**src/rtl/rbb_pkg.sv**
```systemverilog
// rbb_pkg: shared types and constants of the rgb 3x3 box blur
// no dependencies; imported by every rbb module and by rgb_box_blur_3x3
package rbb_pkg;

  localparam int unsigned PIX_W        = 8;
  localparam int unsigned COL_W        = 11;
  localparam int unsigned ROW_W        = 12;
  localparam int unsigned WIDTH_REG_W  = 12;
  localparam int unsigned HEIGHT_REG_W = 13;
  localparam int unsigned CFG_DATA_W   = 13;
  localparam int unsigned REG_IDX_W    = 1;

  localparam logic [REG_IDX_W-1:0] REG_IMAGE_WIDTH  = 1'b0;
  localparam logic [REG_IDX_W-1:0] REG_IMAGE_HEIGHT = 1'b1;

  localparam logic [WIDTH_REG_W-1:0]  WIDTH_RESET  = 12'd1000;
  localparam logic [HEIGHT_REG_W-1:0] HEIGHT_RESET = 13'd500;
  localparam logic [HEIGHT_REG_W-1:0] HEIGHT_MAX   = 13'd4096;
  localparam int unsigned             SIZE_MIN     = 3;

  // nine values of 8 bits sum to at most 2295
  localparam int unsigned WIN_TAPS   = 9;
  localparam int unsigned SUM_W      = 12;
  // floor(x / 9) == (x * 7282) >> 16 for every x below 2296
  localparam int unsigned RECIP_W    = 13;
  localparam logic [RECIP_W-1:0] DIV9_RECIP = 13'd7282;
  localparam int unsigned DIV9_SHIFT = 16;

  typedef struct packed {
    logic [PIX_W-1:0] red;
    logic [PIX_W-1:0] green;
    logic [PIX_W-1:0] blue;
  } rbb_pix_t;

  localparam int unsigned PIX_BITS = $bits(rbb_pix_t);

  typedef struct packed {
    logic [SUM_W-1:0] red;
    logic [SUM_W-1:0] green;
    logic [SUM_W-1:0] blue;
  } rbb_sum_t;

  // position info that travels with a pixel
  typedef struct packed {
    logic             emit;
    logic [COL_W-1:0] column;
    logic [ROW_W-1:0] row;
    logic             frame_end;
  } rbb_meta_t;

endpackage

```
**src/rtl/rbb_mean.sv**
```systemverilog
// rbb_mean: divides channel sums by nine and holds the result register
// depends on rbb_pkg
module rbb_mean
  import rbb_pkg::*;
(
  input  logic             clk_i,
  input  logic             rst_ni,
  input  logic             in_valid_i,
  output logic             in_ready_o,
  input  rbb_sum_t         sum_i,
  input  rbb_meta_t        meta_i,
  output logic             out_valid_o,
  input  logic             out_ready_i,
  output rbb_pix_t         mean_o,
  output rbb_meta_t        meta_o
);

  localparam int unsigned PROD_W = SUM_W + RECIP_W;

  logic [PROD_W-1:0] prod_r, prod_g, prod_b;
  rbb_pix_t          mean_q, mean_d;
  rbb_meta_t         meta_q;
  logic              valid_q;
  logic              in_acc;

  assign in_ready_o = !valid_q || out_ready_i;
  assign in_acc     = in_valid_i && in_ready_o;

  // multiply by the reciprocal of nine
  assign prod_r = PROD_W'(sum_i.red)   * PROD_W'(DIV9_RECIP);
  assign prod_g = PROD_W'(sum_i.green) * PROD_W'(DIV9_RECIP);
  assign prod_b = PROD_W'(sum_i.blue)  * PROD_W'(DIV9_RECIP);

  assign mean_d.red   = prod_r[DIV9_SHIFT +: PIX_W];
  assign mean_d.green = prod_g[DIV9_SHIFT +: PIX_W];
  assign mean_d.blue  = prod_b[DIV9_SHIFT +: PIX_W];

  always_ff @(posedge clk_i or negedge rst_ni) begin
    if (!rst_ni) begin
      valid_q <= 1'b0;
    end else if (in_acc) begin
      valid_q <= 1'b1;
    end else if (out_ready_i) begin
      valid_q <= 1'b0;
    end
  end

  always_ff @(posedge clk_i) begin
    if (in_acc) begin
      mean_q <= mean_d;
      meta_q <= meta_i;
    end
  end

  assign out_valid_o = valid_q;
  assign mean_o      = mean_q;
  assign meta_o      = meta_q;

endmodule

```
**config.mk**
```make
export PLATFORM = sky130hd
export DESIGN_NAME = rbb_mean
export DESIGN_NICKNAME = d
export VERILOG_FILES = /design/src/rtl/rbb_pkg.sv /design/src/rtl/rbb_mean.sv
export SDC_FILE = /design/constraint.sdc
export NUM_CORES = 1
export LEC_CHECK = 0
export ABC_AREA = 1
export BUFFER_PORTS_ARGS = -buffer_cell sky130_fd_sc_hd__buf_4
export CAP_MARGIN = 5
export CORE_UTILIZATION = 59
export DETAILED_ROUTE_END_ITERATION = 7
export GPL_ROUTABILITY_DRIVEN = 0
export GPL_TIMING_DRIVEN = 0
export PLACE_DENSITY = 0.93
export SYNTH_ARGS = -nofsm -noshare
export SYNTH_HDL_FRONTEND = slang
export SYNTH_SLANG_ARGS = --single-unit
```
**constraint.sdc**
```tcl
create_clock -name clk_i -period 6 [get_ports clk_i]
set_input_delay 0.9 -clock clk_i [delete_from_list [all_inputs] [get_ports clk_i]]
set_output_delay 0.9 -clock clk_i [all_outputs]
set_load 0.02 [all_outputs]
```
# Word-level counts from Yosys, hierarchy flattened

Cells that the tools add are included.

Flip-flop bits (word level): 50
Input bits: 65
Word-level logic and storage cells: 17

Multipliers: 3
Muxes and demuxes: 2
Reduce and logical (&&, ||, !) cells: 4

Operators with widths:

| cell                   | count |
|---|---|
| $mul 12x12->23 const B | 3 |
| $mux 1                 | 2 |
| $reduce_bool 2->1      | 1 |
| $logic_and 1x1->1      | 1 |
| $logic_not 1->1        | 1 |
| $logic_or 1x1->1       | 1 |

# Longest topological paths before layout

Word-level depth: 4
Mapped depth: 21
Depth with buffers taken out: 21

# Worst setup path after synthesis

Ideal clock, no wire load.

Path type: in2reg
From: in sum_i[13] (netlist name)
To: reg mean_q (netlist bit mean_o[15]) (data pin)
Setup time: 0.253 ns
Arrival: 4.460 ns
Data required time: 5.747 ns
Path slack: 1.287 ns
Stages on the path: 20
Path buffers: 0
Path through: inv_1 fa_1 inv_1 ha_1 inv_1 fa_1 inv_1 fa_1 inv_1 fa_1 inv_1 ha_1 nand2_1 nor2_1 inv_2 nor2_4 nand3_2 and2_0 nand3_1 nand2_1

Longest elaborated chain between the ends: 1

Ends and longest elaborated chain:

| item                 | line           | RTL |
|---|---|---|
| from (decl)          | rbb_mean.sv:10 | `input rbb_sum_t sum_i,` |
| $mul 12x12->23       | rbb_mean.sv:31 | `assign prod_g = PROD_W'(sum_i.green) * PROD_W'(DIV9_RECIP);` |
| net prod_g[23]       | rbb_mean.sv:20 | `logic [PROD_W-1:0] prod_r, prod_g, prod_b;` |
| to (signal assigned) | rbb_mean.sv:50 | `mean_q <= mean_d;` |
| to (decl)            | rbb_mean.sv:21 | `rbb_pix_t mean_q, mean_d;` |

The timed path passes the listed nets, and every way through them passes these cells.
A chain may end at the register's enable or synchronous reset.

# Worst setup path after layout

From: in sum_i[1] (netlist name)
To: reg mean_q (netlist bit mean_o[4]) (data pin)

Longest elaborated chain between the ends: 1

Ends and longest elaborated chain:

| item           | line           | RTL |
|---|---|---|
| $mul 12x12->23 | rbb_mean.sv:32 | `assign prod_b = PROD_W'(sum_i.blue) * PROD_W'(DIV9_RECIP);` |
| net prod_b[20] | rbb_mean.sv:20 |  |

The timed path passes the listed nets, and every way through them passes these cells.

==> impl_metrics.prom <==
# TYPE chip_impl_metric gauge
chip_impl_metric{name="crit_fanout",unit=""} 4
chip_impl_metric{name="first_pass_iters",unit=""} 6
chip_impl_metric{name="synth_edf_count",unit=""} 49
chip_impl_metric{name="postSynthCellCount",unit=""} 972
chip_impl_metric{name="fin_tns_setup",unit="ns"} 0
chip_impl_metric{name="path_clk_slew",unit="ns"} 0.07
chip_impl_metric{name="met2_wirelength",unit="microns"} 9667
chip_impl_info{name="ys.flop_type",value="sky130_fd_sc_hd__edfxtp_1"} 1
chip_impl_metric{name="maxClockFrequency",unit="MHz"} 207.2
chip_impl_metric{name="final_layout_size_suffix_gt1_share",unit="%"} 13.41
chip_impl_info{name="timing.setup.critical_path_class",value="input pin to register"} 1
chip_impl_info{name="topmost_layer_with_routed_signal_wires",value="met4"} 1
chip_impl_metric{name="fill_cells",unit=""} 1042
chip_impl_metric{name="timing.critical_path.arrival",unit="ns"} 4.87
chip_impl_metric{name="finalHoldViolations",unit=""} 0
chip_impl_metric{name="timing_worst_slew_pin_value",unit="ns"} 0.8660
chip_impl_metric{name="ys_async_sr_fraction",unit="%"} 2.000
chip_impl_metric{name="cts_repair_resize_count",unit=""} 0
chip_impl_metric{name="worst_ir_drop_vdd",unit="uV"} 360.0
chip_impl_metric{name="die-area",unit="sq um"} 15000
chip_impl_info{name="grt_setup_unrepaired",value="false"} 1
chip_impl_metric{name="syn_nets",unit=""} 1323
chip_impl_metric{name="reg2regPathDepth",unit=""} 2
chip_impl_metric{name="first_global_vias",unit=""} 7256
chip_impl_metric{name="powerDensity",unit="nW/um^2"} 472.1
chip_impl_info{name="hp-class",value="input pin to asynchronous set/reset pin"} 1
chip_impl_metric{name="synthToLayoutAreaGrowth",unit="%"} 15.06
chip_impl_metric{name="htreeDepth",unit=""} 2
chip_impl_info{name="crit_start_category",value="input pin"} 1
chip_impl_metric{name="floorplan.initialDensity",unit="%"} 61.00
chip_impl_metric{name="relSlewSlack",unit="%"} 42.14
chip_impl_metric{name="post_synthesis_average_cell_area",unit="sq um"} 8.812
chip_impl_metric{name="grt_max_degree",unit=""} 26
chip_impl_metric{name="post-route-period-util",unit="%"} 80.44
chip_impl_metric{name="post-synth-top-area-fraction",unit="%"} 29.07
chip_impl_metric{name="setup_viol",unit=""} 0
chip_impl_metric{name="insertion_delay",unit="ns"} 0.30
chip_impl_metric{name="first_pass_grt_wire_length",unit="microns"} 32230
chip_impl_metric{name="maxCapViolations",unit=""} 0
chip_impl_metric{name="nets",unit=""} 1446
chip_impl_info{name="yosys.cell_count.top_type",value="sky130_fd_sc_hd__inv_1"} 1
chip_impl_metric{name="timing.reg2reg.setup_slack",unit="ns"} 4.28
chip_impl_metric{name="dieHeight",unit="microns"} 122.5
chip_impl_metric{name="die-width",unit="microns"} 122.5
chip_impl_metric{name="non_filler_instances",unit=""} 1277
chip_impl_metric{name="drt_drc_violations_left",unit=""} 0
chip_impl_info{name="r2r_start",value="out_valid_o"} 1
chip_impl_metric{name="postCtsSetupRepairBufs",unit=""} 0
chip_impl_info{name="status",value="finished, final reports clean"} 1
chip_impl_metric{name="core_area",unit="sq um"} 14040
chip_impl_metric{name="seq_area_frac_synth",unit="%"} 17.47
chip_impl_metric{name="p_leak",unit="uW"} 0.005576
chip_impl_metric{name="timing.critical_path.required",unit="ns"} 6.04
chip_impl_info{name="synth_area_leaders",value="sky130_fd_sc_hd__ha_1 (29%), sky130_fd_sc_hd__fa_1 (20%), sky130_fd_sc_hd__edfxtp_1 (17%)"} 1
chip_impl_metric{name="drtAntennaViolNets",unit=""} 0
chip_impl_metric{name="number_of_antenna_violations_at_the_first_check_in_global_routing",unit=""} 1
chip_impl_metric{name="port-buffer-count",unit=""} 115
chip_impl_metric{name="max-clock-path-buffers",unit=""} 2
chip_impl_metric{name="grtUsageTotal",unit="%"} 27.67
chip_impl_metric{name="estimated_wirelength_of_the_detail_placed_design",unit="microns"} 17580
chip_impl_metric{name="initialDrtViolationCount",unit=""} 336
chip_impl_metric{name="ys.warnings.count",unit=""} 0
chip_impl_metric{name="met3RoutedLength",unit="microns"} 1406
chip_impl_metric{name="cts.sink_count",unit=""} 50
chip_impl_metric{name="number_of_buffers_added_by_the_clock_tree_synthesis_step",unit=""} 5
chip_impl_metric{name="num_vias",unit=""} 6929
chip_impl_metric{name="global_route.overflow_total",unit=""} 0
chip_impl_metric{name="route.layer.met1.wl",unit="microns"} 8071
chip_impl_metric{name="avgViaCountPerCell",unit=""} 5.426
chip_impl_metric{name="period_needed",unit="ns"} 4.827
chip_impl_metric{name="syn_area",unit="sq um"} 8566
chip_impl_metric{name="postRouteWirelength",unit="microns"} 19690
chip_impl_info{name="synth_common_cells",value="sky130_fd_sc_hd__inv_1 (219), sky130_fd_sc_hd__ha_1 (199), sky130_fd_sc_hd__nand2_1 (185), sky130_fd_sc_hd__fa_1 (87), sky130_fd_sc_hd__edfxtp_1 (49)"} 1
chip_impl_metric{name="rows",unit=""} 43
chip_impl_metric{name="ff_latch_area",unit="sq um"} 1496
chip_impl_metric{name="holdBufCountCts",unit=""} 0
chip_impl_info{name="r2r_end",value="mean_o[3]"} 1
chip_impl_metric{name="routed_wire_length_per_instance",unit="microns"} 15.42
chip_impl_metric{name="flip_flop_and_latch_count_after_synthesis",unit=""} 50
chip_impl_info{name="cp-end-kind",value="register"} 1
chip_impl_metric{name="ys_types",unit=""} 36
chip_impl_metric{name="ios",unit=""} 116
chip_impl_info{name="synth_top_cell_by_area",value="sky130_fd_sc_hd__ha_1"} 1
chip_impl_metric{name="timing_max_transition_violations_final",unit=""} 0
chip_impl_metric{name="numPlacedInstances",unit=""} 1268
chip_impl_info{name="cts-root-buf",value="sky130_fd_sc_hd__clkbuf_16"} 1
chip_impl_metric{name="area_of_the_multi_input_gates",unit="sq um"} 6228
chip_impl_info{name="cts_tree",value="done"} 1
chip_impl_metric{name="finClkSkew",unit="ns"} 0.007528
## state kept, by name, indices dropped and copies added, names as in the netlist
| name | count |
|---|---|
| out_valid_o | 1 |
| meta_o | 25 |
| mean_o | 24 |
## metrics by stage
step | instance area (sq um) | setup slack, ns | utilization [%] | total power (uW) | hold WS, ns
after floorplan | 8566 | 1.287 | - | 3293 | 0.6044
after global placement | 9654 | 1.001 | 68.75 | 4064 | 0.5500
after detailed placement | 9686 | 0.9079 | 68.97 | 4252 | 0.6669
after CTS | 9853 | 1.219 | 70.17 | 4630 | 0.3628
after global routing | 9853 | 0.9551 | 70.17 | 5169 | 0.3573
final | 9856 | 1.173 | 70.19 | 4653 | 0.3700
## cells in the final DEF, fill, tap and decap left out, types with 3 or more instances in the layout
cell type                   instances
sky130_fd_sc_hd__a21boi_1           3
sky130_fd_sc_hd__a21o_1             6
sky130_fd_sc_hd__a21oi_1           42
sky130_fd_sc_hd__a31oi_1            3
sky130_fd_sc_hd__buf_4            115
sky130_fd_sc_hd__clkbuf_16          5
sky130_fd_sc_hd__edfxtp_1          49
sky130_fd_sc_hd__fa_1              87
sky130_fd_sc_hd__ha_1             199
sky130_fd_sc_hd__inv_1            219
sky130_fd_sc_hd__inv_2              7
sky130_fd_sc_hd__nand2_1          185
sky130_fd_sc_hd__nand2_2            3
sky130_fd_sc_hd__nand3_1           42
sky130_fd_sc_hd__nand4_1            9
sky130_fd_sc_hd__nor2_1            44
sky130_fd_sc_hd__nor3_1             5
sky130_fd_sc_hd__nor3_2             4
sky130_fd_sc_hd__nor4_1             4
sky130_fd_sc_hd__o21a_1             4
sky130_fd_sc_hd__o21ai_1           11
sky130_fd_sc_hd__o21bai_1          13
sky130_fd_sc_hd__xnor2_1            5
sky130_fd_sc_hd__xor2_1            11
## logic make-up after synthesis
family | share of synthesized area [%]
flip-flops | 17.47
adder cells (fa/ha/maj) | 49.40
XOR/XNOR | 1.826
AND/OR/NAND/NOR | 15.37
buffers and inverters | 9.947
AO/OA/AOI/OAI | 5.989
## critical path, stage by stage
cell and delay (ns):
sky130_fd_sc_hd__buf_4 0.10, sky130_fd_sc_hd__inv_1 0.06, sky130_fd_sc_hd__fa_1 0.52, sky130_fd_sc_hd__inv_1 0.06, sky130_fd_sc_hd__ha_1 0.31, sky130_fd_sc_hd__inv_1 0.08, sky130_fd_sc_hd__fa_1 0.51, sky130_fd_sc_hd__inv_1 0.06
sky130_fd_sc_hd__fa_1 0.51, sky130_fd_sc_hd__inv_1 0.06, sky130_fd_sc_hd__fa_1 0.54, sky130_fd_sc_hd__inv_1 0.04, sky130_fd_sc_hd__ha_1 0.33, sky130_fd_sc_hd__a21oi_1 0.24, sky130_fd_sc_hd__o21ai_1 0.15, sky130_fd_sc_hd__a21oi_1 0.20
sky130_fd_sc_hd__nand2_1 0.07, sky130_fd_sc_hd__nand2_1 0.06, sky130_fd_sc_hd__nand2_1 0.07
## power by group
part | total, uW | switching, uW | internal [uW] | leakage [uW]
logic | 3730 | 2330 | 1400 | 0.00502
clock network | 335 | 138 | 197 | 0.0000819
registers | 587 | 28.1 | 559 | 0.000479
total | 4650 | 2500 | 2150 | 0.00558
## cell type report
cell class / instances / share of cell area (%)
inverters: 227 / 8.645
multi-input cells: 695 / 63.20
clock inverters: 3 / 0.4316
diodes: 1 / 0.02539
flip-flops and latches: 50 / 15.18
repair buffers: 116 / 8.963
clock buffers: 5 / 1.270
well taps: 180 / 2.285
## worst max path at each step
stage	from	endpoint	slack, ns	depth (start not counted)
2_1_floorplan	sum_i[13]	mean_o[15]	1.29	20
3_3_place_gp	sum_i[13]	mean_o[10]	1.00	19
3_5_place_dp	sum_i[13]	mean_o[15]	0.91	21
4_1_cts	sum_i[13]	mean_o[15]	1.22	21
5_1_grt	sum_i[13]	mean_o[14]	0.96	21
6_report	sum_i[1]	mean_o[4]	1.17	19
## routing by layer
| layer | GRT usage, % | up-vias |
|---|---|---|
| li1 | - | 3361 |
| met2 | 48.38 | 255 |
| met1 | 33.64 | 3260 |
| met5 | 0 | - |
| met4 | 9.832 | 0 |
| met3 | 5.576 | 53 |
(Power assumes the default switching activity.)
