$ cat config.mk
export PLATFORM = sky130hd
export DESIGN_NAME = rbb_window
export DESIGN_NICKNAME = d
export VERILOG_FILES = /design/src/rtl/rbb_pkg.sv /design/src/rtl/rbb_window.sv
export SDC_FILE = /design/constraint.sdc
export NUM_CORES = 1
export LEC_CHECK = 0
export ABC_CLOCK_PERIOD_IN_PS = 4600
export BUFFER_PORTS_ARGS = -buffer_cell sky130_fd_sc_hd__buf_2
export CAP_MARGIN = 20
export CORE_ASPECT_RATIO = 1.2
export CORE_UTILIZATION = 50
export DETAILED_ROUTE_END_ITERATION = 8
export MAX_ROUTING_LAYER = met4
export PLACE_DENSITY = 0.76
export SYNTH_ARGS = -nofsm -noshare
export SYNTH_HDL_FRONTEND = slang
export SYNTH_SLANG_ARGS = --single-unit
$ cat constraint.sdc
create_clock -name clk_i -period 4.6 [get_ports clk_i]
set_input_delay 0.92 -clock clk_i [delete_from_list [all_inputs] [get_ports clk_i]]
set_output_delay 0.92 -clock clk_i [all_outputs]
set_load 0.02 [all_outputs]
$ cat src/rtl/rbb_pkg.sv
// rbb_pkg: shared types and constants of the rgb 3x3 box blur
// no dependencies; imported by every rbb module and by rgb_box_blur_3x3
package rbb_pkg;

  localparam int unsigned PIX_W        = 8;
  localparam int unsigned COL_W        = 11;
  localparam int unsigned ROW_W        = 12;
  localparam int unsigned WIDTH_REG_W  = 12;
  localparam int unsigned HEIGHT_REG_W = 13;
  localparam int unsigned CFG_DATA_W   = 13;
  localparam int unsigned REG_IDX_W    = 1;

  localparam logic [REG_IDX_W-1:0] REG_IMAGE_WIDTH  = 1'b0;
  localparam logic [REG_IDX_W-1:0] REG_IMAGE_HEIGHT = 1'b1;

  localparam logic [WIDTH_REG_W-1:0]  WIDTH_RESET  = 12'd1000;
  localparam logic [HEIGHT_REG_W-1:0] HEIGHT_RESET = 13'd500;
  localparam logic [HEIGHT_REG_W-1:0] HEIGHT_MAX   = 13'd4096;
  localparam int unsigned             SIZE_MIN     = 3;

  // nine values of 8 bits sum to at most 2295
  localparam int unsigned WIN_TAPS   = 9;
  localparam int unsigned SUM_W      = 12;
  // floor(x / 9) == (x * 7282) >> 16 for every x below 2296
  localparam int unsigned RECIP_W    = 13;
  localparam logic [RECIP_W-1:0] DIV9_RECIP = 13'd7282;
  localparam int unsigned DIV9_SHIFT = 16;

  typedef struct packed {
    logic [PIX_W-1:0] red;
    logic [PIX_W-1:0] green;
    logic [PIX_W-1:0] blue;
  } rbb_pix_t;

  localparam int unsigned PIX_BITS = $bits(rbb_pix_t);

  typedef struct packed {
    logic [SUM_W-1:0] red;
    logic [SUM_W-1:0] green;
    logic [SUM_W-1:0] blue;
  } rbb_sum_t;

  // position info that travels with a pixel
  typedef struct packed {
    logic             emit;
    logic [COL_W-1:0] column;
    logic [ROW_W-1:0] row;
    logic             frame_end;
  } rbb_meta_t;

endpackage

$ cat src/rtl/rbb_window.sv
// rbb_window: 3x3 pixel window and per-channel nine-value sums
// depends on rbb_pkg
module rbb_window
  import rbb_pkg::*;
(
  input  logic      clk_i,
  input  logic      rst_ni,
  input  logic      in_valid_i,
  output logic      in_ready_o,
  input  rbb_pix_t  above2_i,
  input  rbb_pix_t  above1_i,
  input  rbb_pix_t  pix_i,
  input  rbb_meta_t meta_i,
  output logic      out_valid_o,
  input  logic      out_ready_i,
  output rbb_sum_t  sum_o,
  output rbb_meta_t meta_o
);

  // rows: 0 two above, 1 one above, 2 current; column 2 is newest
  rbb_pix_t  win_q [WIN_TAPS];
  logic      win_valid_q;
  rbb_meta_t win_meta_q;
  rbb_sum_t  sum_q, sum_d;
  rbb_meta_t sum_meta_q;
  logic      sum_valid_q;

  logic sum_ready, win_adv, in_acc;

  assign sum_ready  = !sum_valid_q || out_ready_i;
  assign win_adv    = win_valid_q && sum_ready;
  assign in_ready_o = !win_valid_q || sum_ready;
  assign in_acc     = in_valid_i && in_ready_o;

  always_comb begin
    sum_d = '0;
    for (int i = 0; i < WIN_TAPS; i++) begin
      sum_d.red   = sum_d.red   + SUM_W'(win_q[i].red);
      sum_d.green = sum_d.green + SUM_W'(win_q[i].green);
      sum_d.blue  = sum_d.blue  + SUM_W'(win_q[i].blue);
    end
  end

  always_ff @(posedge clk_i or negedge rst_ni) begin
    if (!rst_ni) begin
      for (int i = 0; i < WIN_TAPS; i++) begin
        win_q[i] <= '0;
      end
      win_valid_q <= 1'b0;
      sum_valid_q <= 1'b0;
    end else begin
      // every pixel shifts the window, only interior ones go on
      if (in_acc) begin
        for (int r = 0; r < 3; r++) begin
          win_q[r*3]   <= win_q[r*3+1];
          win_q[r*3+1] <= win_q[r*3+2];
        end
        win_q[2]    <= above2_i;
        win_q[5]    <= above1_i;
        win_q[8]    <= pix_i;
        win_valid_q <= meta_i.emit;
      end else if (win_adv) begin
        win_valid_q <= 1'b0;
      end
      if (win_adv) begin
        sum_valid_q <= 1'b1;
      end else if (out_ready_i) begin
        sum_valid_q <= 1'b0;
      end
    end
  end

  always_ff @(posedge clk_i) begin
    if (in_acc) begin
      win_meta_q <= meta_i;
    end
    if (win_adv) begin
      sum_q      <= sum_d;
      sum_meta_q <= win_meta_q;
    end
  end

  assign out_valid_o = sum_valid_q;
  assign sum_o       = sum_q;
  assign meta_o      = sum_meta_q;

endmodule

* Word-level counts from Yosys, hierarchy flattened *
Cells that the tools add are included.

word-level totals
  bits in registers = 304
  input bits = 101
  word-level logic and storage cells = 76

cells by class
  add/subtract/negate cells = 24
  mux-type cells = 4
  reductions and logical operators = 8

operator list
  kind                    number
  adder 12 x 8 -> 12 bit  12
  adder 11 x 8 -> 12 bit  3
  adder 10 x 8 -> 11 bit  3
  adder 9 x 8 -> 10 bit   3
  adder 8 x 8 -> 9 bit    3
  2-to-1 mux 1 bit        4
  nonzero test 2 bit      2
  logical AND 1 bit       2
  zero test 1 bit         2
  logical OR 1 bit        2

* Logic depth before layout (Yosys ltp) *
Gate-level depths: netlist of run 1.

  depth in word-level cells = 8
  mapped depth = 16

* Least setup slack after synthesis of run 1 *
Ideal clock, no wire load.

  kind = reg2reg
  from = reg win_q[146] in the netlist's numbering
  to = reg sum_q (netlist bit sum_o[10]) (data pin)
  setup time = 0.263 ns
  data arrival time = 3.750 ns
  path slack = 0.587 ns
  cell stages (with the launch flop) = 13
  cells stage by stage = dfrtp_1 > fa_1 > fa_1 > fa_1 > inv_1 > fa_1 > inv_1 > ha_1 > fa_1 > a21oi_1 > o211ai_1 > o41ai_2 > xnor2_1

RTL lines
  item                             line              text
  start, declared                  rbb_window.sv:21  rbb_pix_t win_q [WIN_TAPS];
  start signal, assigned by index  rbb_window.sv:55  win_q[r*3] <= win_q[r*3+1];
  start signal, assigned by index  rbb_window.sv:56  win_q[r*3+1] <= win_q[r*3+2];
  end signal, assigned             rbb_window.sv:78  sum_q <= sum_d;
  end, declared                    rbb_window.sv:24  rbb_sum_t sum_q, sum_d;

==> key figures, run 1 <==
Timing
  – Clk_skew: approximately 0.018 ns
  – Final setup fails: 0
  – Rel. slew slack: about 30%
  – Final setup TNS: 0 ns
  – Final Critical Period: ~4.2 ns
  – RSZ-0062 raised after global routing: no
  – Slew Limit Fails: 0
  – Fmax: between 0.2 and 0.25 GHz
  – Slew @ Worst Pin: 1.05 ns
  – Final Hold Vio Count: 0
  – Tcrit/Tclk final: 91.1%

Synth
  – Top-area cell type share of the netlist area: approximately 34%
  – Register area share after synthesis: approximately 50%
  – Post-synth EDFFs: 86
  – Leading area contributor after synthesis: dfrtp_1
  – Synth top area cells: dfrtp_1, fa_1, edfxtp_1, nand2_1, inv_1
  – Number of synthesized register bits: slightly above 300
  – Syn_nets: around 1800
  – Synth Instances: between 1000 and 1500
  – Most common flop cell mapped by yosys: dfrtp_1
  – Area of the mapped netlist: between 15000 and 20000 µm²
  – Synthesized area per cell: 10.7 µm²
  – Library cells used by synthesis: 36
  – Synthesis Warnings: 0
  – FFs w/ async S/R, synth: a little over 70%

Finish
  – Nets: around 1900
  – Area delta synth->final: 14.8%
  – Sequential Area: approximately 8000 µm²
  – Layout cells sized above 1: about 14%
  – Multi-input gate area: 6690 µm²
  – Final Cell Area: 18200 µm²
  – Filler cells: roughly 2600

Drt
  – Vias per std cell: around 4.8
  – Via count: 9884
  – Routed WL per cell: approximately 14 µm
  – Post-DRT Antenna Nets: 0
  – DRC violations left: 0
  – DRT iter0 DRCs: between 400 and 500
  – Routed WL: about 29000 µm
  – First-pass DRT Iterations: 6

Placed design
  – I/O Buffers: 163
  – GPL Wtd Cong: 0.854
  – Dpl hpwl: slightly above 20000 µm
  – Placed cell area: 17100 µm²

Critical path
  – FF-to-FF path depth: 13
  – Critical Path AT: between 4 and 5 ns
  – CP endpoint kind: flip-flop
  – Critical-path top delay cell: fa_1
  – CP peak stage delay: between 0.5 and 0.6 ns
  – RR Endpoint: sum_o[34]
  – Crit path launch type: flip-flop
  – Worst Setup SP: win_q[162]
  – Worst path cell trace: fa_1 -> fa_1 -> inv_1 -> fa_1 -> fa_1 -> inv_1 -> ha_1 -> inv_1 -> fa_1 -> nor2b_1 -> o2111ai_1 -> a31oi_1 -> xor2_1
  – Worst-path maximum fanout: 3
  – Worst Setup EP: sum_o[34]
  – FF-to-FF Start: win_q[162]
  – Critical Path RT: between 4 and 5 ns
  – Reg2reg setup slack: around 0.41 ns
  – Critical path's most frequent cell: fa_1
  – CP Class: flip-flop to flip-flop

Die
  – Die Ht: ~200 µm
  – Initial core utilization: roughly half
  – I/O pin count: about 160
  – Die X-Extent: approximately 160 µm
  – Die ar.: between 30000 and 40000 µm²
  – Core ar.: 31300 µm²
  – Site Rows: around 70

Global route
  – GRT Resource Usage Total: about a fifth
  – Vias in the first global route: ~11000
  – Global-route wire length before repair: between 40000 and 50000 µm
  – Initial antenna violation count: 0
  – Largest net degree at the start of global routing: between 100 and 150
  – Gr ovfl total: 0

Clock network
  – Post-CTS resize count: 0
  – Hold-fix buffers, CTS: 0
  – CTS Buf Count: 34
  – Setup Fix Bufs, Post-CTS: 0
  – CTS sink cnt: a little over 300
  – Maximum root-to-sink buffer count: 3
  – CTS clk-pin slew, worst paths: ~0.060 ns
  – Root Driver: clkbuf_16
  – Worst-Skew Late Latency: around 0.52 ns
  – CTS tree: yes
  – H-tree Lvls: 2

Min path
  – Worst Hold Class: flip-flop to flip-flop

Job
  – Max-cap check violation count: 0

Run status
  – Status: finished clean
[layout by cell type, fill, tap and decap left out, types with 17 or more instances in the layout]
| master | instances |
|---|---|
| o21ai_0 | 81 |
| nand2_1 | 509 |
| edfxtp_1 | 86 |
| clkbuf_16 | 38 |
| fa_1 | 162 |
| ha_1 | 39 |
| xnor2_1 | 17 |
| dfrtp_1 | 218 |
| inv_1 | 244 |
| buf_2 | 162 |
[sequential cells by signal (all words and copies together), names as in the netlist]
| signal | count |
|---|---|
| meta_o | 25 |
| out_valid_o | 1 |
| sum_o | 36 |
| win_meta_q | 25 |
| win_q | 216 |
| win_valid_q | 1 |
[per-layer routing]
metal  part of all wire, %  GRT usage [%]  vias up
met4                   2.9           6.80        0
li1                      -              -     4784
met3                   3.6           3.15       58
met2                    53           34.4      173
met1                    41           23.8     4869
met5                     0              -        -
[cell usage after synthesis, types with 4 or more instances]
master,instances
xnor2_1,17
nand2_1,509
inv_1,244
nor2_1,15
clkbuf_2,6
clkbuf_1,6
dfrtp_1,218
o21bai_1,4
a31oi_1,4
fa_1,162
ha_1,39
a21oi_1,12
o211ai_1,4
xor2_1,4
nor2b_1,4
buf_2,35
o21ai_0,81
edfxtp_1,86
[stage by stage]
stage	setup WS, ns	hold WS [ns]	cells	utilization [%]
finish	0.408	0.418	2063	58.3
global route	0.159	0.427	2062	58.3
CTS	0.389	0.418	2062	58.3
detailed placement	0.415	0.405	2003	54.6
global placement	0.468	0.400	2003	54.6
floorplan	0.587	0.400	1478	-
[layout make-up]
cell class                 instances  share of cell area, %
antenna                            1                 0.0137
clock buffer                      54                   5.93
tap                              401                   2.75
timing repair buffer             171                   5.00
inverter                         245                   5.09
multi-input combinational        882                   36.7
sequential                       304                   44.1
clock inverter                     5                  0.398
[worst max-delay path: cells and delay by family, from the launching register on]
kind                       cells  cell delay [ns]
and+or+nand+nor                1             0.20
DFF                            1             0.41
xor gates and xnor gates       1             0.08
AOI/OAI and AO/OA              2             0.36
buffers and inverters          3             0.22
adders and majority gates      6             2.69
[worst min path at each step]
stage	startpoint	end	slack, ns	cells past startpoint
floorplan	win_meta_q[0]	meta_o[0]	0.40	0
global placement	win_meta_q[15]	meta_o[15]	0.40	0
detailed placement	win_meta_q[10]	meta_o[10]	0.40	0
CTS	win_meta_q[9]	meta_o[9]	0.42	0
global route	win_meta_q[5]	meta_o[5]	0.43	0
finish	win_meta_q[3]	meta_o[3]	0.42	0
[cell families after synthesis]
group,Yosys count,share of synthesized area (%)
AO/OA/AOI/OAI,117,4.17
buffers and inverters,292,7.23
XOR/XNOR,21,1.16
AND/OR/NAND/NOR,543,13.3
flip-flops,304,50.7
adder cells (fa/ha/maj),201,23.5
Power of run 1 is not shown: default switching activity piles up to over one toggle a cycle in this logic, so the estimate is an artifact.
==> inputs of run 2 (changes only) <==
Settings changed: PLACE_DENSITY 0.76 to 0.69.
==> key figures, run 2 (synthesis gave the netlist of run 1 again) <==
Run status
  – Status: complete, but fails checks
  – Violated checks: DRC

Timing
  – Final Critical Period: 4.22 ns (+0.0287 ns)
  – Final setup TNS: 0 ns (unchanged)
  – Final setup fails: 0 (unchanged)
  – Tcrit/Tclk final: 91.8% (+0.62 points)
  – Clk_skew: 0.0126 ns (-0.00529 ns)
  – Fmax: 0.237 GHz (-0.68%)
  – Slew Limit Fails: 0 (unchanged)
  – Rel. slew slack: 34.7% (+4.9 points)
  – RSZ-0062 raised after global routing: no
  – Final Hold Vio Count: 0 (unchanged)
  – Slew @ Worst Pin: 0.980 ns (-0.0735 ns)

Critical path
  – Critical Path RT: 4.85 ns (about the same)
  – RR Endpoint: sum_o[10]
  – Crit path launch type: flip-flop
  – Worst-path maximum fanout: 3 (unchanged)
  – CP endpoint kind: flip-flop
  – Critical Path AT: 4.47 ns (+0.02 ns)
  – Worst Setup SP: win_q[146]
  – FF-to-FF path depth: 12 (-1)
  – CP Class: flip-flop to flip-flop
  – Worst Setup EP: sum_o[10]
  – Reg2reg setup slack: 0.38 ns (-0.03 ns)
  – FF-to-FF Start: win_q[146]

Die
  – Die ar.: 32400 µm² (unchanged)
  – Initial core utilization: 50.7% (unchanged)
  – Core ar.: 31300 µm² (unchanged)
  – I/O pin count: 164 (unchanged)
  – Site Rows: 71 (unchanged)
  – Die Ht: 197 µm (unchanged)
  – Die X-Extent: 165 µm (unchanged)

Drt
  – First-pass DRT Iterations: 7 (+1)
  – Routed WL: 28000 µm (-2.5%)
  – Via count: 9821 (-0.64%)
  – DRC violations left: 2 (+2)
  – DRT iter0 DRCs: 455 (-5.8%)
  – Vias per std cell: 4.75 (-0.78%)
  – Post-DRT Antenna Nets: 0 (unchanged)
  – Routed WL per cell: 13.6 µm (-2.6%)

Clock network
  – Maximum root-to-sink buffer count: 3 (unchanged)
  – CTS Buf Count: 34 (unchanged)
  – CTS sink cnt: 304 (unchanged)
  – Post-CTS resize count: 0 (unchanged)
  – Setup Fix Bufs, Post-CTS: 0 (unchanged)
  – Root Driver: clkbuf_16
  – Hold-fix buffers, CTS: 0 (unchanged)
  – CTS tree: yes
  – CTS clk-pin slew, worst paths: 0.06 ns (about the same)
  – Worst-Skew Late Latency: 0.51 ns (about the same)
  – H-tree Lvls: 2 (unchanged)

Finish
  – Top reg by flops: win_q
  – Largest register FFs: 216 (unchanged)
  – Nets: 1942 (+0.10%)
  – Most common cell after layout, fill and taps aside: nand2_1
  – Most frequent cells in the layout: nand2_1, inv_1, dfrtp_1
  – Area delta synth->final: 15.3%
  – Layout cells sized above 1: 14.3% (+0.58 points)

Global route
  – Initial antenna violation count: 2 (+2)
  – Gr ovfl total: 0 (unchanged)
  – Largest net degree at the start of global routing: 115 (-11%)
  – Global-route wire length before repair: 48900 µm (-1.7%)
  – GRT Resource Usage Total: 19.5% (-0.51 points)
  – Vias in the first global route: 10300 (-3.5%)

Placed design
  – Dpl hpwl: 19800 µm (-2.4%)
  – GPL Wtd Cong: 0.800 (-6.4%)
  – I/O Buffers: 163 (unchanged)

Min path
  – Worst Hold Class: flip-flop to flip-flop

Job
  – Max-cap check violation count: 0 (unchanged)
run 2: cell types whose count changed in the layout (fill, tap and decap cells not counted), sizes merged:
cell      delta
bufinv       +4
inv          +2
diode        +1
clkinvlp     +3
buf          +2
clkinv       +4
clkbuf      -13
run 2: through the flow:
| stage | hold slack [ns] | instances | cell area, µm² | worst slack, ns | utilization [%] |
|---|---|---|---|---|---|
| 4_1_cts | 0.419 | 2064 | 18300 | 0.362 | 58.5 |
| 3_3_place_gp | 0.401 | 2005 | 17100 | 0.468 | 54.7 |
| 5_1_grt | 0.428 | 2066 | 18300 | 0.139 | 58.5 |
| 6_report | 0.417 | 2066 | 18300 | 0.379 | 58.5 |
| 3_5_place_dp | 0.405 | 2005 | 17100 | 0.375 | 54.7 |
| 2_1_floorplan | 0.400 | 1478 | 15900 | 0.587 | - |
run 2: worst max-delay path, cell delays in order (launching register included):
cell and delay (ns):
dfrtp_1 0.41, fa_1 0.58, fa_1 0.45, fa_1 0.54, inv_1 0.05, fa_1 0.47, inv_1 0.04, ha_1 0.22
fa_1 0.47, a21oi_1 0.22, o211ai_1 0.16, o41ai_2 0.26, xnor2_1 0.10
run 2: worst min path at each step:
stage / depth (start not counted) / slack [ns] / end / startpoint
after floorplan: 0 / 0.40 / meta_o[0] / win_meta_q[0]
after global placement: 0 / 0.40 / meta_o[14] / win_meta_q[14]
after detailed placement: 0 / 0.40 / meta_o[14] / win_meta_q[14]
after CTS: 0 / 0.42 / meta_o[14] / win_meta_q[14]
after global routing: 0 / 0.43 / meta_o[1] / win_meta_q[1]
final: 0 / 0.42 / meta_o[4] / win_meta_q[4]
run 2: area by class of cell:
| cell class | count | area, µm² |
|---|---|---|
| antenna | 2 | 5.00 |
| clock inverter | 18 | 258 |
| clock buffer | 41 | 938 |
| timing repair buffer | 173 | 938 |
| inverter | 245 | 927 |
| multi-input combinational | 882 | 6690 |
| sequential | 304 | 8040 |
| fill | 2611 | 13000 |
| tap | 401 | 502 |
run 2: metal layers:
layer	track usage (%)	wire length [µm]
met3	3.28	1140
met4	5.27	536
met2	32.3	14300
met5	-	0
met1	24.8	12000
Power of run 2 is left out for the same reason.
