**src/rtl/rbb_pkg.sv**
```systemverilog
// rbb_pkg: shared types and constants of the rgb 3x3 box blur
// no dependencies; imported by every rbb module and by rgb_box_blur_3x3
package rbb_pkg;

  localparam int unsigned PIX_W        = 8;
  localparam int unsigned COL_W        = 11;
  localparam int unsigned ROW_W        = 12;
  localparam int unsigned WIDTH_REG_W  = 12;
  localparam int unsigned HEIGHT_REG_W = 13;
  localparam int unsigned CFG_DATA_W   = 13;
  localparam int unsigned REG_IDX_W    = 1;

  localparam logic [REG_IDX_W-1:0] REG_IMAGE_WIDTH  = 1'b0;
  localparam logic [REG_IDX_W-1:0] REG_IMAGE_HEIGHT = 1'b1;

  localparam logic [WIDTH_REG_W-1:0]  WIDTH_RESET  = 12'd1000;
  localparam logic [HEIGHT_REG_W-1:0] HEIGHT_RESET = 13'd500;
  localparam logic [HEIGHT_REG_W-1:0] HEIGHT_MAX   = 13'd4096;
  localparam int unsigned             SIZE_MIN     = 3;

  // nine values of 8 bits sum to at most 2295
  localparam int unsigned WIN_TAPS   = 9;
  localparam int unsigned SUM_W      = 12;
  // floor(x / 9) == (x * 7282) >> 16 for every x below 2296
  localparam int unsigned RECIP_W    = 13;
  localparam logic [RECIP_W-1:0] DIV9_RECIP = 13'd7282;
  localparam int unsigned DIV9_SHIFT = 16;

  typedef struct packed {
    logic [PIX_W-1:0] red;
    logic [PIX_W-1:0] green;
    logic [PIX_W-1:0] blue;
  } rbb_pix_t;

  localparam int unsigned PIX_BITS = $bits(rbb_pix_t);

  typedef struct packed {
    logic [SUM_W-1:0] red;
    logic [SUM_W-1:0] green;
    logic [SUM_W-1:0] blue;
  } rbb_sum_t;

  // position info that travels with a pixel
  typedef struct packed {
    logic             emit;
    logic [COL_W-1:0] column;
    logic [ROW_W-1:0] row;
    logic             frame_end;
  } rbb_meta_t;

endpackage

```
**src/rtl/rbb_pos_ctrl.sv**
```systemverilog
// rbb_pos_ctrl: frame size registers and raster position counters
// depends on rbb_pkg
module rbb_pos_ctrl
  import rbb_pkg::*;
#(
  parameter int unsigned MAX_WIDTH = 2048,
  localparam int unsigned CW = $clog2(MAX_WIDTH)
) (
  input  logic                    clk_i,
  input  logic                    rst_ni,
  input  logic                    cfg_we_i,
  input  logic [REG_IDX_W-1:0]    cfg_index_i,
  input  logic [CFG_DATA_W-1:0]   cfg_wdata_i,
  input  logic                    advance_i,
  output logic [CW-1:0]           col_o,
  output rbb_meta_t               meta_o
);

  localparam int unsigned WW = (CW + 1 > WIDTH_REG_W) ? CW + 1 : WIDTH_REG_W;

  logic [WIDTH_REG_W-1:0]  width_q;
  logic [HEIGHT_REG_W-1:0] height_q;
  logic [CW-1:0]           col_q, col_d;
  logic [ROW_W-1:0]        row_q, row_d;

  logic [WW-1:0]           w_eff, width_ext, col_ext, col_inc, col_dec;
  logic [HEIGHT_REG_W-1:0] h_eff, row_ext, row_inc;

  always_comb begin
    width_ext = WW'(width_q);
    if (width_ext < WW'(SIZE_MIN)) begin
      w_eff = WW'(SIZE_MIN);
    end else if (width_ext > WW'(MAX_WIDTH)) begin
      w_eff = WW'(MAX_WIDTH);
    end else begin
      w_eff = width_ext;
    end
    if (height_q < HEIGHT_REG_W'(SIZE_MIN)) begin
      h_eff = HEIGHT_REG_W'(SIZE_MIN);
    end else if (height_q > HEIGHT_MAX) begin
      h_eff = HEIGHT_MAX;
    end else begin
      h_eff = height_q;
    end
  end

  assign col_ext = WW'(col_q);
  assign col_inc = col_ext + WW'(1);
  assign col_dec = col_ext - WW'(1);
  assign row_ext = HEIGHT_REG_W'(row_q);
  assign row_inc = row_ext + HEIGHT_REG_W'(1);

  // wrap when the next position would reach the frame size
  always_comb begin
    col_d = col_q;
    row_d = row_q;
    if (col_inc >= w_eff) begin
      col_d = '0;
      row_d = (row_inc >= h_eff) ? '0 : row_inc[ROW_W-1:0];
    end else begin
      col_d = col_inc[CW-1:0];
    end
  end

  always_ff @(posedge clk_i or negedge rst_ni) begin
    if (!rst_ni) begin
      width_q  <= WIDTH_RESET;
      height_q <= HEIGHT_RESET;
      col_q    <= '0;
      row_q    <= '0;
    end else begin
      if (cfg_we_i) begin
        unique case (cfg_index_i)
          REG_IMAGE_WIDTH:  width_q  <= cfg_wdata_i[WIDTH_REG_W-1:0];
          REG_IMAGE_HEIGHT: height_q <= cfg_wdata_i[HEIGHT_REG_W-1:0];
          default: ;
        endcase
      end
      if (advance_i) begin
        col_q <= col_d;
        row_q <= row_d;
      end
    end
  end

  assign col_o            = col_q;
  assign meta_o.emit      = (col_ext >= WW'(2)) && (row_q >= ROW_W'(2));
  assign meta_o.column    = col_dec[COL_W-1:0];
  assign meta_o.row       = row_q - ROW_W'(1);
  assign meta_o.frame_end = (col_ext == w_eff - WW'(1)) &&
                            (row_ext == h_eff - HEIGHT_REG_W'(1));

endmodule

```
**config.mk**
```make
export PLATFORM = sky130hd
export DESIGN_NAME = rbb_pos_ctrl
export DESIGN_NICKNAME = d
export VERILOG_FILES = /design/src/rtl/rbb_pkg.sv /design/src/rtl/rbb_pos_ctrl.sv
export SDC_FILE = /design/constraint.sdc
export NUM_CORES = 1
export LEC_CHECK = 0
export ABC_AREA = 1
export BUFFER_PORTS_ARGS = -buffer_cell sky130_fd_sc_hd__buf_2
export CORE_ASPECT_RATIO = 1.2
export CORE_MARGIN = 10
export CORE_UTILIZATION = 51
export DETAILED_ROUTE_END_ITERATION = 12
export PLACE_DENSITY = 0.74
export SYNTH_ARGS = -nofsm -noshare
export SYNTH_HDL_FRONTEND = slang
export SYNTH_SLANG_ARGS = --single-unit
```
**constraint.sdc**
```tcl
create_clock -name clk_i -period 2.9 [get_ports clk_i]
set_input_delay 0.29 -clock clk_i [delete_from_list [all_inputs] [get_ports clk_i]]
set_output_delay 0.29 -clock clk_i [all_outputs]
set_load 0.01 [all_outputs]
```
Yosys cells after proc, flatten, opt, wreduce, memory -nomap -nowiden
Cells that the tools add are included.

Register bits: 48.

Magnitude comparators: 8. Add/subtract/negate cells: 6. Reductions and logical operators: 5. Bitwise operators: 1. Eq/ne operators: 2. Mux-type cells: 6.

Operator list (number): two-way mux 12 bit (3); two-way mux 13 bit (2); subtractor 12 x 1 -> 12 bit (second input constant) (2); adder 12 x 1 -> 13 bit (second input constant) (1); == test 12 x 13 -> 1 bit (1); greater-or-equal comparator 13 bit (1); > comparator 13 bit (second input constant) (1); < comparator 13 x 2 -> 1 bit (second input constant) (1); subtractor 13 x 1 -> 13 bit (second input constant) (1); adder 11 x 1 -> 12 bit (second input constant) (1); == test 11 x 12 -> 1 bit (1); greater-or-equal comparator 12 bit (1); greater-or-equal comparator 12 x 2 -> 1 bit (second input constant) (1); > comparator 12 bit (second input constant) (1); < comparator 12 x 2 -> 1 bit (second input constant) (1); greater-or-equal comparator 11 x 2 -> 1 bit (second input constant) (1); two-way mux 11 bit (1); subtractor 11 x 1 -> 11 bit (second input constant) (1); AND reduction 2 bit (3); logical AND 1 bit (2); inverter 1 bit (1).

Depth between registers and ports, before layout
Gate-level depths: netlist (run 1).

Depth after elaboration: 6. Mapped depth: 21.

Worst setup path after synthesis (run 1)
No wires, ideal clock.

Kind: register to register. Start: register row_q[0]. End: register row_q[6]. Path buffers: 1. Required time: 2.773 ns. Stages on the path, launching flop included: 17. Clock period less this slack: 2.980 ns. Library setup time: 0.127 ns. Slack: -0.080 ns. Arrival time: 2.853 ns. Path through: dfrtp_1 inv_1 nor3_1 inv_1 nor2_1 nand3_1 or3_1 xor2_1 inv_1 ha_1 inv_1 nor4_1 o211ai_1 nand3_1 clkbuf_1 nand3b_1 o21ai_0.

Longest elaborated chain between the ends: 3.

Ends and longest elaborated chain: from (decl) (RTL line rbb_pos_ctrl.sv:24) `logic [ROW_W-1:0] row_q, row_d;`; from (signal assigned) (RTL line rbb_pos_ctrl.sv:81) `row_q <= row_d;`; adder 12 x 1 -> 13 bit * (RTL line rbb_pos_ctrl.sv:51) `assign row_inc = row_ext + HEIGHT_REG_W'(1);`; greater-or-equal comparator 13 bit (RTL line rbb_pos_ctrl.sv:59) `row_d = (row_inc >= h_eff) ? '0 : row_inc[ROW_W-1:0];`; two-way mux 12 bit * (RTL line rbb_pos_ctrl.sv:59).

Mark *: on every way between the ends. The rest lies on a longest branch, timed or not. A chain may end at the register's enable or synchronous reset.

==> impl_results.md, run 1 <==
- Post-synth ARST share: 100.0%
- Routed WL: 12,660 microns
- CP max-delay cell: dfstp_2
- CTS Buffer Depth: 2
- Maximum number of pins on one net before global-route repair: 46
- Die Y: 122.0 microns
- Post-route clock skew: 12.20 ps
- Clock sinks: 48
- Failing checks: setup timing
- GRT Overall Usage: 19.39%
- Most frequent cells in the layout: nand2_1 (176), inv_1 (98), buf_4 (62), o21ai_0 (54)
- DR DRC count: 0
- Fin. Hold Viols: 0
- Highest achievable clock rate: 315.9 MHz
- Clk root buf: clkbuf_8
- Synth Flop Type: dfrtp_1
- Syn Inst Count: 673
- Cell row count: 37
- Syn Std Cell Area: 4418 sq um
- Critical Path Start: width_ext[3]$_DFFE_PN1P_
- CTS H-Tree Depth: 2
- WP data arrival: 2880 ps
- Reg2Reg Setup Slack: -110 ps
- Cts hold-fix bufs: 0
- Reg clk slew, reported paths: 100 ps
- First-pass GRT wire length: 20,620 microns
- Period Utilization, post-route: 109.2%
- Critical Path Source Type: flip-flop
- Die width: 105.0 microns
- PortBufs: 53
- Layout cells sized above 1: 22.88%
- Die area: 12,800 sq um
- Unrepaired setup endpoints after global routing: yes
- Final min period: 3166 ps
- Core ar.: 8518 sq um
- Syn-to-layout area delta: 24.95%
- Wire per inst: 14.15 microns
- Critical R2R Launch: width_ext[2]$_DFFE_PN0P_
- PD cells: 802.3 nW/um^2
- Data required, critical path: 2610 ps
- CP Max Fanout: 16
- CP cell instances: nor2_4, and2_1, nand2_1, nand2_4, buf_4, buf_4, o41ai_1, nand3_1, nand3_1, o21ai_0, nor2_1, nand2_1, nor3_2, buf_2
- Commonest non-fill, non-tap cell in the layout: nand2_1
- Post-synthesis sequential area ratio: 27.53%
- Vias per inst: 5.244
- CTS tree: done
- Syn_nets: 724
- Initial antenna violation count: 0
- Final setup vio count: 15
- Grt total ovfl: 0
- LEAKAGE: 3.002 nW
- Setup ws final: -265.8 ps
- Final instance area: 5520 sq um
- Detail Route Antenna Nets: 0
- TritonCTS Buffers: 5
- Synth unique cells: 34
- Post-synth EDFFs: 0
- Status: finished with violations
- Yosys warnings: 0
- Vias in the first global route: 4,429
- Max Slew Vio Count: 0
- Final Power: 0.004429 W
- I/O Pins: 54
- Slowest stage delay, CP: 570 ps
- DR iter-0 viols: 303
- Initial Util: 51.87%
- Ant. Diodes: 0
- HPWL after DPL: 9760 microns
- Critical Path End Type: primary output
- Worst-skew pair later-pin latency: 330 ps
- Worst Tran Pin Value: 1037 ps
- Worst IR Drop VDD: 0.2933 mV
- DRT Pass-1 Iters: 5
- Via count: 4,693
- HP Class: primary input to async pin
- #FFs+latches synth: 48
- GP Congestion: 0.8960
- Max-Cap Viols: 0
- Critical path type: flip-flop to primary output
- Area after DPL: 5084 sq um
- Relative slew slack: 30.85%
- Nets: 828
- Syn avg cell area: 6.565 sq um
==> cell families (layout without fill, tap and decap cells) <==
group,Yosys count,after routing,share of synthesized area (%)
xor+xnor,38,38,7.533
simple gates,334,334,32.03
fa+ha+maj,33,33,9.346
buf+inv,122,227,11.13
compound gates,98,98,12.43
flops,48,48,27.53
==> area by class of cell <==
class                           instances  area (sq um)
Multi-Input combinational cell        503          2888
Timing Repair Buffer                  117         770.7
Tap cell                              117         146.4
Inverter                              102         385.4
Clock buffer                            5         68.82
Clock inverter                          3         42.54
Sequential cell                        48          1219
Fill cell                             799          2998
==> worst paths after layout <==
kind	to	cells after the start
worst max register to register	row_q[9]$_DFFE_PN0P_	19
min in group clk_i	height_q[2]$_DFFE_PN1P_	3
max in group asynchronous	width_ext[9]$_DFFE_PN1P_	2
worst min register to register	width_ext[10]$_DFFE_PN0P_	2
worst min-delay path	row_q[4]$_DFFE_PN0P_	1
worst max-delay path	meta_o[0]	14
==> metal layers <==
layer | vias up | GRT usage [%] | part of all wire, %
met4 | 0 | 7.302 | 2.7
met1 | 2141 | 24.49 | 44
met2 | 152 | 32.37 | 47
li1 | 2380 | - | -
met5 | - | 0 | 0
met3 | 20 | 3.592 | 6.3
==> stage by stage <==
| step | hold WS (ps) | cells | utilization [%] | TNS, ps | worst slack [ps] |
|---|---|---|---|---|---|
| 2_1_floorplan | -5.591 | 673 | - | 0 | 29.43 |
| 3_5_place_dp | 491.2 | 868 | 59.68 | -325.3 | -142.5 |
| 6_report | 150.5 | 895 | 64.81 | -1062 | -265.8 |
| 4_1_cts | 193.7 | 882 | 62.41 | -248.4 | -248.4 |
| 5_1_grt | 200.4 | 895 | 64.81 | -7159 | -443.4 |
| 3_3_place_gp | 483.2 | 868 | 59.68 | -136.5 | -136.5 |
==> critical path, delay by kind of cell (launching register included) <==
| kind | cells | cell delay (ps) |
|---|---|---|
| compound gates | 2 | 270 |
| buf+inv | 3 | 490 |
| flops | 1 | 570 |
| simple gates | 9 | 1240 |
==> report_power, final <==
group / total [W] / internal (W) / switching [W] / leakage, nW
combinational: 0.00297 / 0.00124 / 0.00174 / 2.36
sequential: 0.000946 / 0.000814 / 0.000131 / 0.592
clock: 0.000510 / 0.000256 / 0.000254 / 0.0541
==> flip-flops by register name, indices dropped and copies added (netlist names) <==
register,count
height_q,13
width_ext,12
row_q,12
col_o,11
==> synth_stat cells, drive strengths merged, types with 4 or more instances <==
master	count	area [sq um]
dfstp	12	315.3
nor2	62	242.7
ha	33	412.9
buf	7	48.79
nor4	4	25.02
clkbuf	13	60.05
o31ai	10	75.07
inv	102	382.9
dfrtp	36	900.9
nand2	186	708.2
o211ai	4	30.03
nand3b	4	30.03
nor3	12	65.06
nand4	9	56.30
a21oi	22	110.1
o41ai	6	52.55
xor2	37	324.1
o21ai	55	275.3
nand3	55	275.3
==> repair_timing <==
action | in CTS | in global routing
buffers inserted | 6 | 13
gates resized for setup | 21 | 25
pin swaps | 17 | 5
endpoints found under the setup margin | 12 | 24
gates cloned | 0 | 0
No activity file was read; power rests on OpenSTA's default activity.
==> run 2, diff against run 1 <==
--- a/config.mk
+++ b/config.mk
@@ -10,4 +10,4 @@
 export CORE_ASPECT_RATIO = 1.2
-export CORE_MARGIN = 10
 export CORE_UTILIZATION = 51
+export CTS_CLUSTER_SIZE = 30
 export DETAILED_ROUTE_END_ITERATION = 12
==> constraint.sdc (replaced) <==
create_clock -name clk_i -period 2.9 [get_ports clk_i]
set_input_delay 0.58 -clock clk_i [delete_from_list [all_inputs] [get_ports clk_i]]
set_output_delay 0.58 -clock clk_i [all_outputs]
set_load 0.01 [all_outputs]
==> run 2 against run 1 <==
The run still ends with setup timing left. Setup slack got worse by 300 ps. Sequential share of layout area is 3.6 points lower. Clock power up 5.9%. Critical endpoint unchanged. Highest routed layer unchanged.
==> impl_results.md, run 2 (synthesized netlist as in run 1, its figures left out) <==
- Status: finished with violations
- Failing checks: setup timing
- Unrepaired setup endpoints after global routing: yes
- GRT Overall Usage: 30.82% (+11 points)
- Wire per inst: 16.77 microns (+19%)
- Syn-to-layout area delta: 48.82%
- Power share of the clock group: 10.4% (-1.1 points)
- Most frequent cells in the layout: nand2_1 (167), buf_4 (122), inv_1 (92), buf_2 (53), nor2_1 (44)
- Vias per inst: 5.517 (+5.2%)
- Fin Setup TNS: -3673 ps (-2611 ps)
- CTS tree: done
- First-pass GRT wire length: 22,060 microns (+7.0%)
- Area occupied by multi-input gates: 3307 sq um (+15%)
- CTS H-Tree Depth: 2 (unchanged)
- GP Congestion: 0.9262 (+3.4%)
- Register Area: 1217 sq um (-0.10%)
- Critical Path End Type: primary output
- Slowest stage delay, CP: 570 ps (about the same)
- Reg2reg end: row_q[11]$_DFFE_PN0P_
- TritonCTS Buffers: 5 (unchanged)
- PortBufs: 53 (unchanged)
- Detail Route Antenna Nets: 0 (unchanged)
- Cts hold-fix bufs: 0 (unchanged)
- LEAKAGE: 3.485 nW (+16%)
- Fillers: 578 (-28%)
- Cell row count: 36 (-2.7%)
- DRT Pass-1 Iters: 5 (unchanged)
- Critical path type: flip-flop to primary output
- Layout cells sized above 1: 36.85% (+14 points)
- NetSw: 0.002542 W (+20%)
- Maximum number of pins on one net before global-route repair: 49 (+6.5%)
- Pint: 0.002638 W (+14%)
- Routed WL: 16,200 microns (+28%)
- Fin. Hold Viols: 0 (unchanged)
- Max Slew Vio Count: 0 (unchanged)
- Core ar.: 8243 sq um (-3.2%)
- Initial Util: 53.60% (+1.7 points)
- Critical Path Source Type: flip-flop
- Via count: 5,329 (+14%)
- Period Utilization, post-route: 119.4% (+10 points)
- CP Max Fanout: 5 (-11)
- Worst-skew pair later-pin latency: 330 ps (about the same)
- DR iter-0 viols: 440 (+45%)
- Worst Tran Pin Value: 700.1 ps (-337.1 ps)
- Most frequent cell on the critical path: nand2_1
- CP max-delay cell: dfstp_2
- I/O Pins: 54 (unchanged)
- Final min period: 3464 ps (+298.1 ps)
- DR DRC count: 0 (unchanged)
- Pre-CTS WS: -279.2 ps (-136.7 ps)
- Setup ws final: -563.9 ps (-298.1 ps)
- Reg with most FFs: height_q
- Grt total ovfl: 0 (unchanged)
- Nets: 902 (+8.9%)
- Max reg flops: 13 (unchanged)
- PD cells: 787.8 nW/um^2 (-1.8%)
- Max-Cap Viols: 0 (unchanged)
- Reg clk slew, reported paths: 120 ps (+20 ps)
- Die Y: 104.0 microns (-15%)
- Relative slew slack: 52.72% (+22 points)
- Reg2Reg Depth: 22 (+3)
- Clock sinks: 48 (unchanged)
- HP Class: primary input to async pin
- Switching Fraction: 49.08% (+1.2 points)
- Die area: 9040 sq um (-29%)
- Commonest non-fill, non-tap cell in the layout: nand2_1
- Die width: 86.97 microns (-17%)
- HPWL after DPL: 10,180 microns (+4.3%)
- Initial antenna violation count: 0 (unchanged)
- Critical R2R Launch: width_ext[1]$_DFFE_PN0P_
- Combinational share of power: 71.2% (+4.1 points)
- Flop pwr share: 18.4% (-3.0 points)
- Worst IR Drop VDD: 0.6572 mV (+120%)
- Vias in the first global route: 4,928 (+11%)
- Post-route clock skew: 15.34 ps (+3.144 ps)
- WP data arrival: 2880 ps (about the same)
- Ant. Diodes: 0 (unchanged)
- CTS Buffer Depth: 2 (unchanged)
- CP cell instances: nor2_2, and2_1, nand2_1, nand2_2, buf_6, a21oi_4, ha_4, o21ai_2, inv_2, nand2_4, nor2_4, nand2_1, nand2_1, nand2_1, nor2_1, nand2_1, nor2_1, nand3_1, nor3_2, buf_2
- Highest achievable clock rate: 288.7 MHz (-8.6%)
- Final setup vio count: 19 (+4)
- Reg2Reg Setup Slack: -310 ps (-200 ps)
- Clk root buf: clkbuf_8
- Data required, critical path: 2320 ps (-290 ps)
## run 2: changes by cell type in the layout (fill, tap and decap cells not counted), sizes merged
| cell | before | now |
|---|---|---|
| clkbuf | 5 | 8 |
| inv | 102 | 103 |
| clkinvlp | 1 | 2 |
| nand2 | 186 | 187 |
| buf | 117 | 186 |
| clkinv | 1 | 0 |
## run 2: area by class of cell
type	instances	share of cell area (%)
well taps	114	2.169
flip-flops and latches	48	18.52
clock inverters	3	0.7041
multi-input cells	504	50.29
repair buffers	189	21.18
repair inverters	1	0.1142
inverters	102	5.975
clock buffers	5	1.047
## run 2: stage by stage
| step | hold slack [ps] | cell area [sq um] | total power (W) | std cells | util, % |
|---|---|---|---|---|---|
| after detailed placement | 502.6 | 5455 | 0.003842 | 911 | 66.18 |
| after floorplan | 284.4 | 4463 | 0.002722 | 673 | - |
| after CTS | 378.8 | 5953 | 0.004538 | 943 | 72.22 |
| after global placement | 488.5 | 5455 | 0.003722 | 911 | 66.18 |
| after global routing | 398.3 | 6575 | 0.005524 | 966 | 79.77 |
| final | 345.8 | 6575 | 0.005180 | 966 | 79.77 |
## run 2: worst max path at each step
stage                                   from                     to
finish              width_ext[3]$_DFFE_PN1P_              meta_o[0]
global placement        row_q[1]$_DFFE_PN0P_  row_q[11]$_DFFE_PN0P_
global route        width_ext[3]$_DFFE_PN1P_              meta_o[0]
detailed placement  width_ext[3]$_DFFE_PN1P_              meta_o[0]
floorplan           width_ext[3]$_DFFE_PN1P_              meta_o[0]
CTS                 width_ext[3]$_DFFE_PN1P_              meta_o[0]
## run 2: timing repair
action,CTS,global route
cloned,0,6
setup buffers,24,17
gates resized for setup,41,94
setup endpoints to repair,24,27
pin swaps,26,16
## run 2: power groups by stage
stage | combinational, W | clock [W] | sequential [W]
global route | 0.00400 | 0.000563 | 0.000965
finish | 0.00369 | 0.000540 | 0.000953
global placement | 0.00278 | 0 | 0.000937
detailed placement | 0.00290 | 0 | 0.000943
floorplan | 0.00175 | 0 | 0.000968
CTS | 0.00307 | 0.000539 | 0.000928
## run 2: critical path, delay by kind of cell, from the launching register on
kind,cells,cell delay (ps)
adder cells (fa/ha/maj),1,160
AO/OA/AOI/OAI,2,210
flip-flops,1,570
buffers and inverters,3,390
AND/OR/NAND/NOR,14,1230
## run 2: per-layer routing
layer / global-route usage [%] / vias to the layer above / wire, microns
li1: - / 2530 / -
met1: 35.65 / 2441 / 5860
met2: 55.68 / 263 / 8145
met3: 4.365 / 95 / 1141
met4: 12.50 / 0 / 1053
met5: 0 / - / 0
